<file path="src/rtl/calendar_date_add_days_core_macros.svh">
// assertion macros for the calendar date adder
// used by the datapath module; no other dependencies
`ifndef CALENDAR_DATE_ADD_DAYS_CORE_MACROS_SVH
`define CALENDAR_DATE_ADD_DAYS_CORE_MACROS_SVH

`ifndef SYNTHESIS
// same-cycle implication
`define CDAD_ASSERT_IMP(lbl, clk, rst, ante, cons) \
   lbl: assert property (@(posedge clk) disable iff (rst) (ante) |-> (cons)) \
      else $error("cdad assertion failed");
// next-cycle implication
`define CDAD_ASSERT_NXT(lbl, clk, rst, ante, cons) \
   lbl: assert property (@(posedge clk) disable iff (rst) (ante) |=> (cons)) \
      else $error("cdad assertion failed");
`else
`define CDAD_ASSERT_IMP(lbl, clk, rst, ante, cons)
`define CDAD_ASSERT_NXT(lbl, clk, rst, ante, cons)
`endif

`endif

</file>
<file path="src/rtl/cdad_pkg.sv">
// shared types, constants and helpers for the calendar date adder
// no dependencies
package cdad_pkg;

   localparam int unsigned DAY_W   = 5;
   localparam int unsigned MONTH_W = 4;
   localparam int unsigned YEAR_W  = 14;
   localparam int unsigned COUNT_W = 16;
   // internal year carries one more bit so stepping past 16383 stays exact
   localparam int unsigned YACC_W  = YEAR_W + 1;
   localparam int unsigned OFF_W   = 9;
   localparam int unsigned R25_W   = 5;
   localparam int unsigned Q_W     = 11;
   localparam int unsigned RECIP_W = 16;
   localparam int unsigned PROD_W  = YACC_W + RECIP_W;
   localparam int unsigned RECIP_SHIFT = 20;

   // ceil(2^20 / 25): exact quotient for any 15-bit year
   localparam logic [RECIP_W-1:0] RECIP25 = 16'd41944;
   localparam logic [R25_W-1:0]   MOD25_LAST = 5'd24;
   localparam logic [R25_W-1:0]   MOD25_N    = 5'd25;

   localparam logic [OFF_W-1:0]   YEAR_LEN_LEAP = 9'd366;
   localparam logic [OFF_W-1:0]   YEAR_LEN_NORM = 9'd365;
   localparam logic [MONTH_W-1:0] MONTH_FIRST   = 4'd1;
   localparam logic [MONTH_W-1:0] MONTH_LAST    = 4'd12;
   localparam logic [MONTH_W-1:0] MONTH_FEB     = 4'd2;
   localparam logic [DAY_W-1:0]   FEB_LEAP      = 5'd29;
   localparam logic [DAY_W-1:0]   FEB_NORM      = 5'd28;

   // datapath operations
   localparam int unsigned OP_W = 4;
   localparam logic [OP_W-1:0] OP_NONE  = 4'd0;
   localparam logic [OP_W-1:0] OP_LOAD  = 4'd1;
   localparam logic [OP_W-1:0] OP_DIV   = 4'd2;
   localparam logic [OP_W-1:0] OP_MOD   = 4'd3;
   localparam logic [OP_W-1:0] OP_CLAMP = 4'd4;
   localparam logic [OP_W-1:0] OP_OFFS  = 4'd5;
   localparam logic [OP_W-1:0] OP_FIRST = 4'd6;
   localparam logic [OP_W-1:0] OP_YEAR  = 4'd7;
   localparam logic [OP_W-1:0] OP_CONV  = 4'd8;
   localparam logic [OP_W-1:0] OP_OUT   = 4'd9;

   typedef struct packed {
      logic [DAY_W-1:0]   start_day;
      logic [MONTH_W-1:0] start_month;
      logic [YEAR_W-1:0]  start_year;
      logic [COUNT_W-1:0] days_to_add;
   } req_type;

   typedef struct packed {
      logic [DAY_W-1:0]   result_day;
      logic [MONTH_W-1:0] result_month;
      logic [YEAR_W-1:0]  result_year;
   } rsp_type;

   typedef struct packed {
      logic [OP_W-1:0] op;
   } cmd_type;

   typedef struct packed {
      logic offs_done;
      logic first_fits;
      logic year_done;
      logic conv_done;
      logic out_free;
   } stat_type;

   function automatic logic [DAY_W-1:0] month_len(input logic [MONTH_W-1:0] m,
                                                  input logic leap);
      logic [DAY_W-1:0] len;
      case (m)
         4'd2:                   len = leap ? FEB_LEAP : FEB_NORM;
         4'd4, 4'd6, 4'd9, 4'd11: len = 5'd30;
         default:                len = 5'd31;
      endcase
      return len;
   endfunction

endpackage

</file>
<file path="src/rtl/cdad_ctrl.sv">
// sequencer for the calendar date adder: walks the datapath through its phases
// depends on cdad_pkg
module cdad_ctrl (
   input  logic               clock,
   input  logic               reset,
   input  logic               req_valid,
   output logic               req_ready,
   input  cdad_pkg::stat_type stat,
   output cdad_pkg::cmd_type  cmd
);

   localparam logic [3:0] ST_IDLE  = 4'd0;
   localparam logic [3:0] ST_DIV   = 4'd1;
   localparam logic [3:0] ST_MOD   = 4'd2;
   localparam logic [3:0] ST_CLAMP = 4'd3;
   localparam logic [3:0] ST_OFFS  = 4'd4;
   localparam logic [3:0] ST_FIRST = 4'd5;
   localparam logic [3:0] ST_YEAR  = 4'd6;
   localparam logic [3:0] ST_CONV  = 4'd7;
   localparam logic [3:0] ST_OUT   = 4'd8;

   logic [3:0] state_ff;
   logic [3:0] state_in;

   assign req_ready = (state_ff == ST_IDLE);

   always_comb begin
      state_in = state_ff;
      cmd.op   = cdad_pkg::OP_NONE;
      unique case (state_ff)
         ST_IDLE: begin
            if (req_valid) begin
               cmd.op   = cdad_pkg::OP_LOAD;
               state_in = ST_DIV;
            end
         end
         ST_DIV: begin
            cmd.op   = cdad_pkg::OP_DIV;
            state_in = ST_MOD;
         end
         ST_MOD: begin
            cmd.op   = cdad_pkg::OP_MOD;
            state_in = ST_CLAMP;
         end
         ST_CLAMP: begin
            cmd.op   = cdad_pkg::OP_CLAMP;
            state_in = ST_OFFS;
         end
         ST_OFFS: begin
            cmd.op = cdad_pkg::OP_OFFS;
            if (stat.offs_done) begin
               state_in = ST_FIRST;
            end
         end
         ST_FIRST: begin
            cmd.op   = cdad_pkg::OP_FIRST;
            state_in = stat.first_fits ? ST_CONV : ST_YEAR;
         end
         ST_YEAR: begin
            cmd.op = cdad_pkg::OP_YEAR;
            if (stat.year_done) begin
               state_in = ST_CONV;
            end
         end
         ST_CONV: begin
            cmd.op = cdad_pkg::OP_CONV;
            if (stat.conv_done) begin
               state_in = ST_OUT;
            end
         end
         ST_OUT: begin
            // wait for the result register to drain
            if (stat.out_free) begin
               cmd.op   = cdad_pkg::OP_OUT;
               state_in = ST_IDLE;
            end
         end
         default: begin
            state_in = ST_IDLE;
         end
      endcase
   end

   always_ff @(posedge clock) begin
      if (reset) begin
         state_ff <= ST_IDLE;
      end else begin
         state_ff <= state_in;
      end
   end

endmodule

</file>
<file path="src/rtl/cdad_dp.sv">
// datapath of the calendar date adder: date registers, leap logic, step unit
// and result register; depends on cdad_pkg and the assertion macro header
`include "calendar_date_add_days_core_macros.svh"

module cdad_dp (
   input  logic               clock,
   input  logic               reset,
   input  cdad_pkg::cmd_type  cmd,
   output cdad_pkg::stat_type stat,
   input  cdad_pkg::req_type  req_data,
   output cdad_pkg::rsp_type  rsp_data,
   output logic               rsp_valid,
   input  logic               rsp_ready
);

   logic [cdad_pkg::DAY_W-1:0]   day_ff,   day_in;
   logic [cdad_pkg::MONTH_W-1:0] month_ff, month_in;
   logic [cdad_pkg::YACC_W-1:0]  year_ff,  year_in;
   logic [cdad_pkg::COUNT_W-1:0] count_ff, count_in;
   logic [cdad_pkg::Q_W-1:0]     q_ff,     q_in;
   logic [cdad_pkg::R25_W-1:0]   r25_ff,   r25_in;
   logic [cdad_pkg::OFF_W-1:0]   off_ff,   off_in;
   logic [cdad_pkg::MONTH_W-1:0] idx_ff,   idx_in;
   cdad_pkg::rsp_type            rsp_ff,   rsp_in;
   logic                         rsp_valid_ff, rsp_valid_in;

   logic                         leap;
   logic [cdad_pkg::OFF_W-1:0]   ylen;
   logic [cdad_pkg::OFF_W-1:0]   rem;
   logic [cdad_pkg::DAY_W-1:0]   mlen_start;
   logic [cdad_pkg::DAY_W-1:0]   mlen_idx;
   logic [cdad_pkg::PROD_W-1:0]  prod;
   logic [cdad_pkg::YACC_W-1:0]  q_times25;
   logic [cdad_pkg::YACC_W-1:0]  r_full;
   logic [cdad_pkg::R25_W-1:0]   r25_next;
   logic [cdad_pkg::MONTH_W-1:0] month_clamped;
   logic [cdad_pkg::DAY_W-1:0]   day_clamped;

   // leap: divisible by 4 but not by 25, or divisible by 16 and by 25
   assign leap = ((year_ff[1:0] == 2'b00) && (r25_ff != '0)) ||
                 ((year_ff[3:0] == 4'b0000) && (r25_ff == '0));
   assign ylen = leap ? cdad_pkg::YEAR_LEN_LEAP : cdad_pkg::YEAR_LEN_NORM;
   assign rem  = ylen - off_ff;

   assign mlen_start = cdad_pkg::month_len(month_ff, leap);
   assign mlen_idx   = cdad_pkg::month_len(idx_ff, leap);

   // year / 25 by reciprocal multiply, remainder on the following cycle
   assign prod = {{cdad_pkg::RECIP_W{1'b0}}, year_ff} *
                 {{cdad_pkg::YACC_W{1'b0}}, cdad_pkg::RECIP25};
   assign q_times25 = ({4'b0, q_ff} << 4) + ({4'b0, q_ff} << 3) + {4'b0, q_ff};
   assign r_full    = year_ff - q_times25;
   assign r25_next  = (r25_ff == cdad_pkg::MOD25_LAST) ? '0 : r25_ff + 5'd1;

   always_comb begin
      month_clamped = req_data.start_month;
      if (req_data.start_month == '0) begin
         month_clamped = cdad_pkg::MONTH_FIRST;
      end else if (req_data.start_month > cdad_pkg::MONTH_LAST) begin
         month_clamped = cdad_pkg::MONTH_LAST;
      end
   end

   always_comb begin
      day_clamped = day_ff;
      if (day_ff == '0) begin
         day_clamped = 5'd1;
      end else if (day_ff > mlen_start) begin
         day_clamped = mlen_start;
      end
   end

   assign stat.offs_done  = (idx_ff >= month_ff);
   assign stat.first_fits = (count_ff <= {7'b0, rem});
   assign stat.year_done  = (count_ff <= {7'b0, ylen});
   assign stat.conv_done  = (idx_ff >= cdad_pkg::MONTH_LAST) ||
                            (off_ff <= {4'b0, mlen_idx});
   assign stat.out_free   = !rsp_valid_ff || rsp_ready;

   always_comb begin
      day_in       = day_ff;
      month_in     = month_ff;
      year_in      = year_ff;
      count_in     = count_ff;
      q_in         = q_ff;
      r25_in       = r25_ff;
      off_in       = off_ff;
      idx_in       = idx_ff;
      rsp_in       = rsp_ff;
      rsp_valid_in = rsp_valid_ff && !rsp_ready;
      unique case (cmd.op)
         cdad_pkg::OP_LOAD: begin
            day_in   = req_data.start_day;
            month_in = month_clamped;
            year_in  = {1'b0, req_data.start_year};
            count_in = req_data.days_to_add;
         end
         cdad_pkg::OP_DIV: begin
            q_in = prod[cdad_pkg::RECIP_SHIFT +: cdad_pkg::Q_W];
         end
         cdad_pkg::OP_MOD: begin
            r25_in = r_full[cdad_pkg::R25_W-1:0];
         end
         cdad_pkg::OP_CLAMP: begin
            off_in = {4'b0, day_clamped};
            idx_in = cdad_pkg::MONTH_FIRST;
         end
         cdad_pkg::OP_OFFS: begin
            if (!stat.offs_done) begin
               off_in = off_ff + {4'b0, mlen_idx};
               idx_in = idx_ff + 4'd1;
            end
         end
         cdad_pkg::OP_FIRST: begin
            if (stat.first_fits) begin
               off_in = off_ff + count_ff[cdad_pkg::OFF_W-1:0];
               idx_in = cdad_pkg::MONTH_FIRST;
            end else begin
               count_in = count_ff - {7'b0, rem};
               year_in  = year_ff + 15'd1;
               r25_in   = r25_next;
            end
         end
         cdad_pkg::OP_YEAR: begin
            if (!stat.year_done) begin
               count_in = count_ff - {7'b0, ylen};
               year_in  = year_ff + 15'd1;
               r25_in   = r25_next;
            end else begin
               off_in = count_ff[cdad_pkg::OFF_W-1:0];
               idx_in = cdad_pkg::MONTH_FIRST;
            end
         end
         cdad_pkg::OP_CONV: begin
            if (!stat.conv_done) begin
               off_in = off_ff - {4'b0, mlen_idx};
               idx_in = idx_ff + 4'd1;
            end
         end
         cdad_pkg::OP_OUT: begin
            rsp_in.result_day   = off_ff[cdad_pkg::DAY_W-1:0];
            rsp_in.result_month = idx_ff;
            rsp_in.result_year  = year_ff[cdad_pkg::YEAR_W-1:0];
            rsp_valid_in        = 1'b1;
         end
         default: begin
         end
      endcase
   end

   always_ff @(posedge clock) begin
      day_ff   <= day_in;
      month_ff <= month_in;
      year_ff  <= year_in;
      count_ff <= count_in;
      q_ff     <= q_in;
      r25_ff   <= r25_in;
      off_ff   <= off_in;
      idx_ff   <= idx_in;
      rsp_ff   <= rsp_in;
   end

   always_ff @(posedge clock) begin
      if (reset) begin
         rsp_valid_ff <= 1'b0;
      end else begin
         rsp_valid_ff <= rsp_valid_in;
      end
   end

   assign rsp_data  = rsp_ff;
   assign rsp_valid = rsp_valid_ff;

   `CDAD_ASSERT_IMP(a_conv_idx_range, clock, reset, cmd.op == cdad_pkg::OP_CONV, idx_ff >= cdad_pkg::MONTH_FIRST && idx_ff <= cdad_pkg::MONTH_LAST)
   `CDAD_ASSERT_IMP(a_conv_off_range, clock, reset, cmd.op == cdad_pkg::OP_CONV, off_ff != '0 && off_ff <= cdad_pkg::YEAR_LEN_LEAP)
   `CDAD_ASSERT_IMP(a_r25_range, clock, reset, cmd.op == cdad_pkg::OP_YEAR || cmd.op == cdad_pkg::OP_CONV, r25_ff < cdad_pkg::MOD25_N)
   `CDAD_ASSERT_NXT(a_year_step, clock, reset, cmd.op == cdad_pkg::OP_YEAR && !stat.year_done, year_ff == $past(year_ff) + 15'd1)
   `CDAD_ASSERT_NXT(a_out_load, clock, reset, cmd.op == cdad_pkg::OP_OUT, rsp_valid_ff)

endmodule

</file>
<file path="src/rtl/calendar_date_add_days_core.sv">
// Gregorian date plus day count: takes a start date and a count of days and
// returns the date that many days later, one result per item. After acceptance
// an item passes the divide, remainder and clamp steps, one offset step per
// month before the start month, the first-year check, one subtract per further
// whole year crossed and one step per month of the result, then waits while an
// earlier result still sits in the output register; the year subtract loop in
// the datapath takes one year per cycle. A month of 0 or above 12 is taken as
// 1 or 12, a day of 0 or past the month end is clamped into the month, and
// result_year keeps the low 14 bits of the full year. The result sits in an
// output register, so the next item is taken while it waits.
// depends on cdad_pkg, cdad_ctrl and cdad_dp
module calendar_date_add_days_core (
   input  logic              clock,
   input  logic              reset,
   input  logic              req_valid,
   output logic              req_ready,
   input  cdad_pkg::req_type req_data,
   output logic              rsp_valid,
   input  logic              rsp_ready,
   output cdad_pkg::rsp_type rsp_data
);

   cdad_pkg::cmd_type  cmd;
   cdad_pkg::stat_type stat;

   cdad_ctrl u_ctrl (
      .clock     (clock),
      .reset     (reset),
      .req_valid (req_valid),
      .req_ready (req_ready),
      .stat      (stat),
      .cmd       (cmd)
   );

   cdad_dp u_dp (
      .clock     (clock),
      .reset     (reset),
      .cmd       (cmd),
      .stat      (stat),
      .req_data  (req_data),
      .rsp_data  (rsp_data),
      .rsp_valid (rsp_valid),
      .rsp_ready (rsp_ready)
   );

endmodule

</file>
<file path="config.mk">
export PLATFORM = sky130hd
export DESIGN_NAME = calendar_date_add_days_core
export DESIGN_NICKNAME = d
export VERILOG_FILES = /design/src/rtl/cdad_pkg.sv /design/src/rtl/cdad_ctrl.sv /design/src/rtl/cdad_dp.sv /design/src/rtl/calendar_date_add_days_core.sv
export VERILOG_INCLUDE_DIRS = /design/src /design/src/rtl
export SDC_FILE = /design/constraint.sdc
export NUM_CORES = 1
export LEC_CHECK = 0
export ABC_AREA = 0
export BUFFER_PORTS_ARGS = -buffer_cell sky130_fd_sc_hd__buf_2
export CAP_MARGIN = 5
export CORE_MARGIN = 2
export CORE_UTILIZATION = 63
export DETAILED_ROUTE_END_ITERATION = 10
export PLACE_DENSITY_LB_ADDON = 0.15
export SLEW_MARGIN = 10
export SYNTH_ARGS = -nofsm -noshare
export SYNTH_HDL_FRONTEND = slang
export SYNTH_SLANG_ARGS = --single-unit
</file>
<file path="constraint.sdc">
create_clock -name clock -period 7.64 [get_ports clock]
set_input_delay 1.146 -clock clock [delete_from_list [all_inputs] [get_ports clock]]
set_output_delay 1.146 -clock clock [all_outputs]
set_load 0.02 [all_outputs]
</file>
== After elaboration in Yosys (flattened, before gate mapping) ==
Cells that the tools add are included.
Cells by class
  add/sub/neg operators: 12
  multiply operators: 1
  magnitude comparators: 7
  equality and inequality tests: 39
  multiplexer cells: 38
  reductions and logical operators: 25
Operator list (count)
  4-bit case mux with 9 select lines: 2
  4-bit by 3-bit == test with 1-bit output (second input constant): 12
  16-bit case mux with 3 select lines: 1
  15-bit case mux with 3 select lines: 1
  9-bit case mux with 5 select lines: 1
  4-bit 2-to-1 mux: 11
  9-bit 2-to-1 mux: 4
  16-bit by 9-bit <= comparator with 1-bit output: 2
  16-bit 2-to-1 mux: 2
  16-bit by 9-bit subtractor with 16-bit output: 2
  15-bit 2-to-1 mux: 2
  4-bit == test (second input constant): 7
  5-bit 2-to-1 mux: 5
  4-bit by 2-bit == test with 1-bit output (second input constant): 6
  15-bit by 13-bit multiplier with 22-bit output (second input constant): 1
  2-bit != test (second input constant): 11
  4-bit case mux with 5 select lines: 1
  5-bit case mux with 2 select lines: 2
  15-bit by 1-bit adder with 15-bit output (second input constant): 1
  5-bit case mux with 3 select lines: 1
  4-bit logical NOT: 3
  5-bit adder: 2
  5-bit logical NOT: 2
  5-bit AND reduction: 2
  other kinds (25): 38
Word-level totals
  register bits: 91
  output and inout port bits: 25

== Longest topological paths before layout ==
  depth after elaboration: 9
  depth in mapped cells: 19
  gate-level depth less buffers: 18

== Hierarchy ==
A second synthesis with hierarchy kept.
Unflattened totals
  cells, all modules: 973
  area total of the unflattened synthesis: 9481.6 um2
By module, submodules not included
  cdad_dp: times used 1, cells an instance 932, area each 9102.5 um2
  cdad_ctrl: times used 1, cells an instance 41, area each 379.1 um2

== Worst setup path before layout ==
OpenSTA, ideal clock, no wires.
  kind: register to register
  from: register u_dp.r25_ff[0] (netlist bit)
  to: register u_dp.idx_ff[0] (netlist bit) (enable)
  setup time: 0.417 ns
  data arrival time: 5.048 ns
  path slack: 2.175 ns
  stages on the path, launching flop included: 16
  path buffers: 0
  period minus slack after synthesis: 5.465 ns
  path through: edfxtp_1 > inv_1 > ha_1 > or4b_1 > o21ai_1 > inv_1 > ha_1 > fa_1 > xor2_1 > ha_1 > nor2b_1 > o31a_1 > o31a_1 > o21ai_1 > a21oi_1 > nor4_1
On the way
  cells in the longest elaborated chain, start to end: 9
Ends and longest elaborated chain
  start, declared: line cdad_dp.sv:21  | logic [cdad_pkg::R25_W-1:0] r25_ff, r25_in;
  start signal, assigned: line cdad_dp.sv:157  | r25_ff <= r25_in;
  5-bit nonzero test / 5-bit logical NOT (equally long branches): line cdad_dp.sv:40, cdad_dp.sv:41
  1-bit logical AND, on equally long branches: line cdad_dp.sv:40, cdad_dp.sv:41
  1-bit logical OR (*): line cdad_dp.sv:40  | assign leap = ((year_ff[1:0] == 2'b00) && (r25_ff != '0)) ||
  branches (longest 5 deep; another with 16-bit by 9-bit <= comparator with 1-bit output)
  5-bit AND reduction (no source line) (*)
  end signal, assigned: line cdad_dp.sv:159  | idx_ff <= idx_in;
  end, declared: line cdad_dp.sv:23  | logic [cdad_pkg::MONTH_W-1:0] idx_ff, idx_in;
Mark *: on every way between the ends.
A chain may end at the register's enable or synchronous reset.

== Worst setup path in the final report ==
  from: register u_dp.r25_ff[0] (netlist bit)
  to: register u_dp.count_ff[2] (netlist bit) (enable)
On the way
  cells in the longest elaborated chain, start to end: 8
Ends and longest elaborated chain
  5-bit nonzero test / 5-bit logical NOT (equally long branches): line cdad_dp.sv:40, cdad_dp.sv:41
  1-bit logical AND, on equally long branches: line cdad_dp.sv:40, cdad_dp.sv:41
  1-bit logical OR (*): line cdad_dp.sv:40
  2-bit 2-to-1 mux (*): line cdad_dp.sv:42  | assign ylen = leap ? cdad_pkg::YEAR_LEN_LEAP : cdad_pkg::YEAR_LEN_NORM;
  9-bit subtractor: line cdad_dp.sv:43  | assign rem = ylen - off_ff;
  16-bit by 9-bit <= comparator with 1-bit output: line cdad_dp.sv:74  | assign stat.first_fits = (count_ff <= {7'b0, rem});
  2-bit != test (no source line)
  3-bit AND reduction (no source line) (*)
  end signal, assigned: line cdad_dp.sv:155  | count_ff <= count_in;
  end, declared: line cdad_dp.sv:19  | logic [cdad_pkg::COUNT_W-1:0] count_ff, count_in;
Every way passes the cells marked *; elsewhere a longest branch is shown, timed or not.

==> out/results.tsv <==
metric	value	unit
WL final	21.18	mm
Max-slew headroom	30.24	%
status	completed	
Crit path max-delay family	compound AO/OA/AOI/OAI gates	
Crit Path Category	flop to flop	
H-tree levels	3	
CP most frequent cell	ha_1	
first-pass GRT wire length	34.58	mm
shortest period the worst path allows	5.394	ns
CTS tree	yes	
Async SR Flop Fraction	0	%
final setup violation count	0	
vias	7046	
CP Cell Sequence	inv_1 > ha_1 > or4b_1 > o21ai_1 > inv_1 > ha_1 > fa_1 > nand3_1 > nand2b_1 > a31oi_1 > xnor2_1 > ha_1 > o21a_1 > o31a_1 > o31a_1 > o21ai_1 > a21oi_1 > or3_1 > buf_4	
core area	14590	µm²
Post-DRT Antenna Nets	0	
Initial Util	64.95	%
area delta synth->final	8.319	%
DRC viols	0	
FF+latch area	2683	µm²
DP Wirelength	16.59	mm
Multi-input gate area	6096	µm²
CP arrival	5.39	ns
Sink Count	91	
# port buffers	67	
post_cts resized	0	
f_max	185.4	MHz
Post-CTS Setup Repair Bufs	0	
Critical Path Fanout Max	31	
RSZ-0062 raised after global routing	false	
mapped cell area	9475	µm²
Mapped Cells	967	
Max Cap Viol	0	
Chip Height	126.6	µm
DR iter-0 viols	515	
ant diodes	0	
Seq/Total Area, Yosys	28.31	%
CP Data Required Time	7.64	ns
library cells used by synthesis	60	
Hold Vio Cnt, Final	0	
Total Neg Setup Slack	0	ns
Avg Cell Area, Syn	9.799	µm²
largest net degree at the start of global routing	38	
Inserted Clock Buffers	9	
Worst-Margin Slew	1.040	ns
fill count	1110	
number of synthesized flops with an enable pin	86	
register bit total from synthesis	91	
Slowest cell on crit path	o21ai_1	
Warnings, synthesis	0	
prevailing post-synth register cell	edfxtp_1	
clock slew at reported path FFs	0.07	ns
Final Cycle Share	70.60	%
clk_lat worst skew	0.35	ns
Hold Startpoint	u_dp.off_ff[0]	
IO Count	68	
RePlAce Congestion	0.9772	
Total Routing Usage GR	27.18	%
vias in the first global route	6974	
wire length per cell	17.49	µm
CP bufs+invs	3	
ratio of cells with drive above 1 in the final layout	9.445	%
Chip Width	126.6	µm
Final nets	1270	
crit start category	flop	
HP Class	flop to flop	
drt first pass iters	5	
element type at the critical path end	flop	
Max Slew Vio Count	0	
Post-CTS Hold Buffers	0	
global route overflow	0	
Final Skew	0.007662	ns
vias per inst	5.818	
clock root buffer	clkbuf_16	
die footprint	16040	µm²
Max Root-Sink Buffers	2	
Critical R2R Launch	u_dp.r25_ff[0]	
slowest stage delay, CP	0.58	ns
Critical Path Start	u_dp.r25_ff[0]	
initial antenna violation count	0	
num rows	44	
Synthesized Nets	1215	
[state kept, by name, summed over array words and instances (netlist names)]
signal           flops
u_ctrl.state_ff      4
u_dp.count_ff       16
u_dp.day_ff          5
u_dp.idx_ff          4
u_dp.month_ff        4
u_dp.off_ff          9
u_dp.q_ff            5
u_dp.r25_ff          5
u_dp.rsp_data       23
u_dp.rsp_valid       1
u_dp.year_ff        15
[worst paths after layout]
check	end	slack, ns	depth (start not counted)
setup / recovery	u_dp.count_ff[2]	2.25	19
hold reg to reg	u_dp.rsp_data[18]	0.63	0
hold / removal	u_dp.rsp_data[18]	0.63	0
setup reg to reg	u_dp.count_ff[2]	2.25	19
[metal layers]
metal | wire length, µm | vias to the layer above | GRT usage [%] | part of all wire [%]
met2 | 10990 | 171 | 49.17 | 52
li1 | - | 3410 | - | -
met3 | 751 | 40 | 2.488 | 3.5
met1 | 8920 | 3425 | 34.22 | 42
met4 | 514 | 0 | 9.179 | 2.4
met5 | 0 | - | 0 | 0
[cell usage in the layout (no fill, tap or decap), types with 16 or more instances in the layout]
cell type / n
nand2b_1: 18
inv_1: 159
edfxtp_1: 86
o21ai_0: 47
xor2_1: 16
xnor2_1: 52
buf_2: 67
nand2_1: 74
a21oi_1: 31
fa_1: 73
ha_1: 132
nor2_1: 48
[cells by family after synthesis]
family	share of synthesized area, %
buffers and inverters	7.474
XOR/XNOR	6.285
AND/OR/NAND/NOR	12.15
adder cells (fa/ha/maj)	32.85
multiplexers	1.519
AO/OA/AOI/OAI	11.41
flip-flops	28.31
[layout make-up]
type / count / share of cell area, %
timing repair buffer: 73 / 3.706
sequential: 91 / 26.14
clock buffer: 10 / 2.231
tap: 184 / 2.243
multi-input combinational: 688 / 59.39
clock inverter: 6 / 0.4754
inverter: 159 / 5.815
[synth_stat cells, drive strengths merged (5+ instances only)]
master,count,area share [%]
nor2b,11,0.73
nor3,15,0.79
nand4,6,0.40
nand2,74,2.9
edfxtp,86,27
nand2b,19,1.3
o21ai,55,2.9
fa,73,15
a21oi,31,1.6
dfxtp,5,1.1
a31oi,9,0.59
nor4,12,0.95
and3,14,0.92
a22oi,9,0.71
xnor2,52,4.8
o211ai,5,0.40
a21o,5,0.40
o31a,5,0.46
or3,6,0.40
o21a,8,0.63
clkbuf,24,0.95
nor2,49,1.9
mux2i,11,1.2
inv,159,6.3
xor2,16,1.5
a211oi,9,0.71
nand3,15,0.79
ha,132,17
buf,5,0.22
[per-stage QoR]
stage	area (µm²)	cells	hold slack, ns	worst slack, ns	util, %
finish	10260	1211	0.6253	2.246	70.35
global route	10260	1211	0.6184	1.940	70.35
CTS	10260	1211	0.6089	2.286	70.35
detailed placement	9986	1195	0.5936	2.322	68.45
global placement	9986	1195	0.5826	2.469	68.45
floorplan	9475	967	0.4550	2.175	-
Power is left out: the tool's default activity adds up to more than one toggle a clock period on the data nets, which glitch-free logic cannot reach.
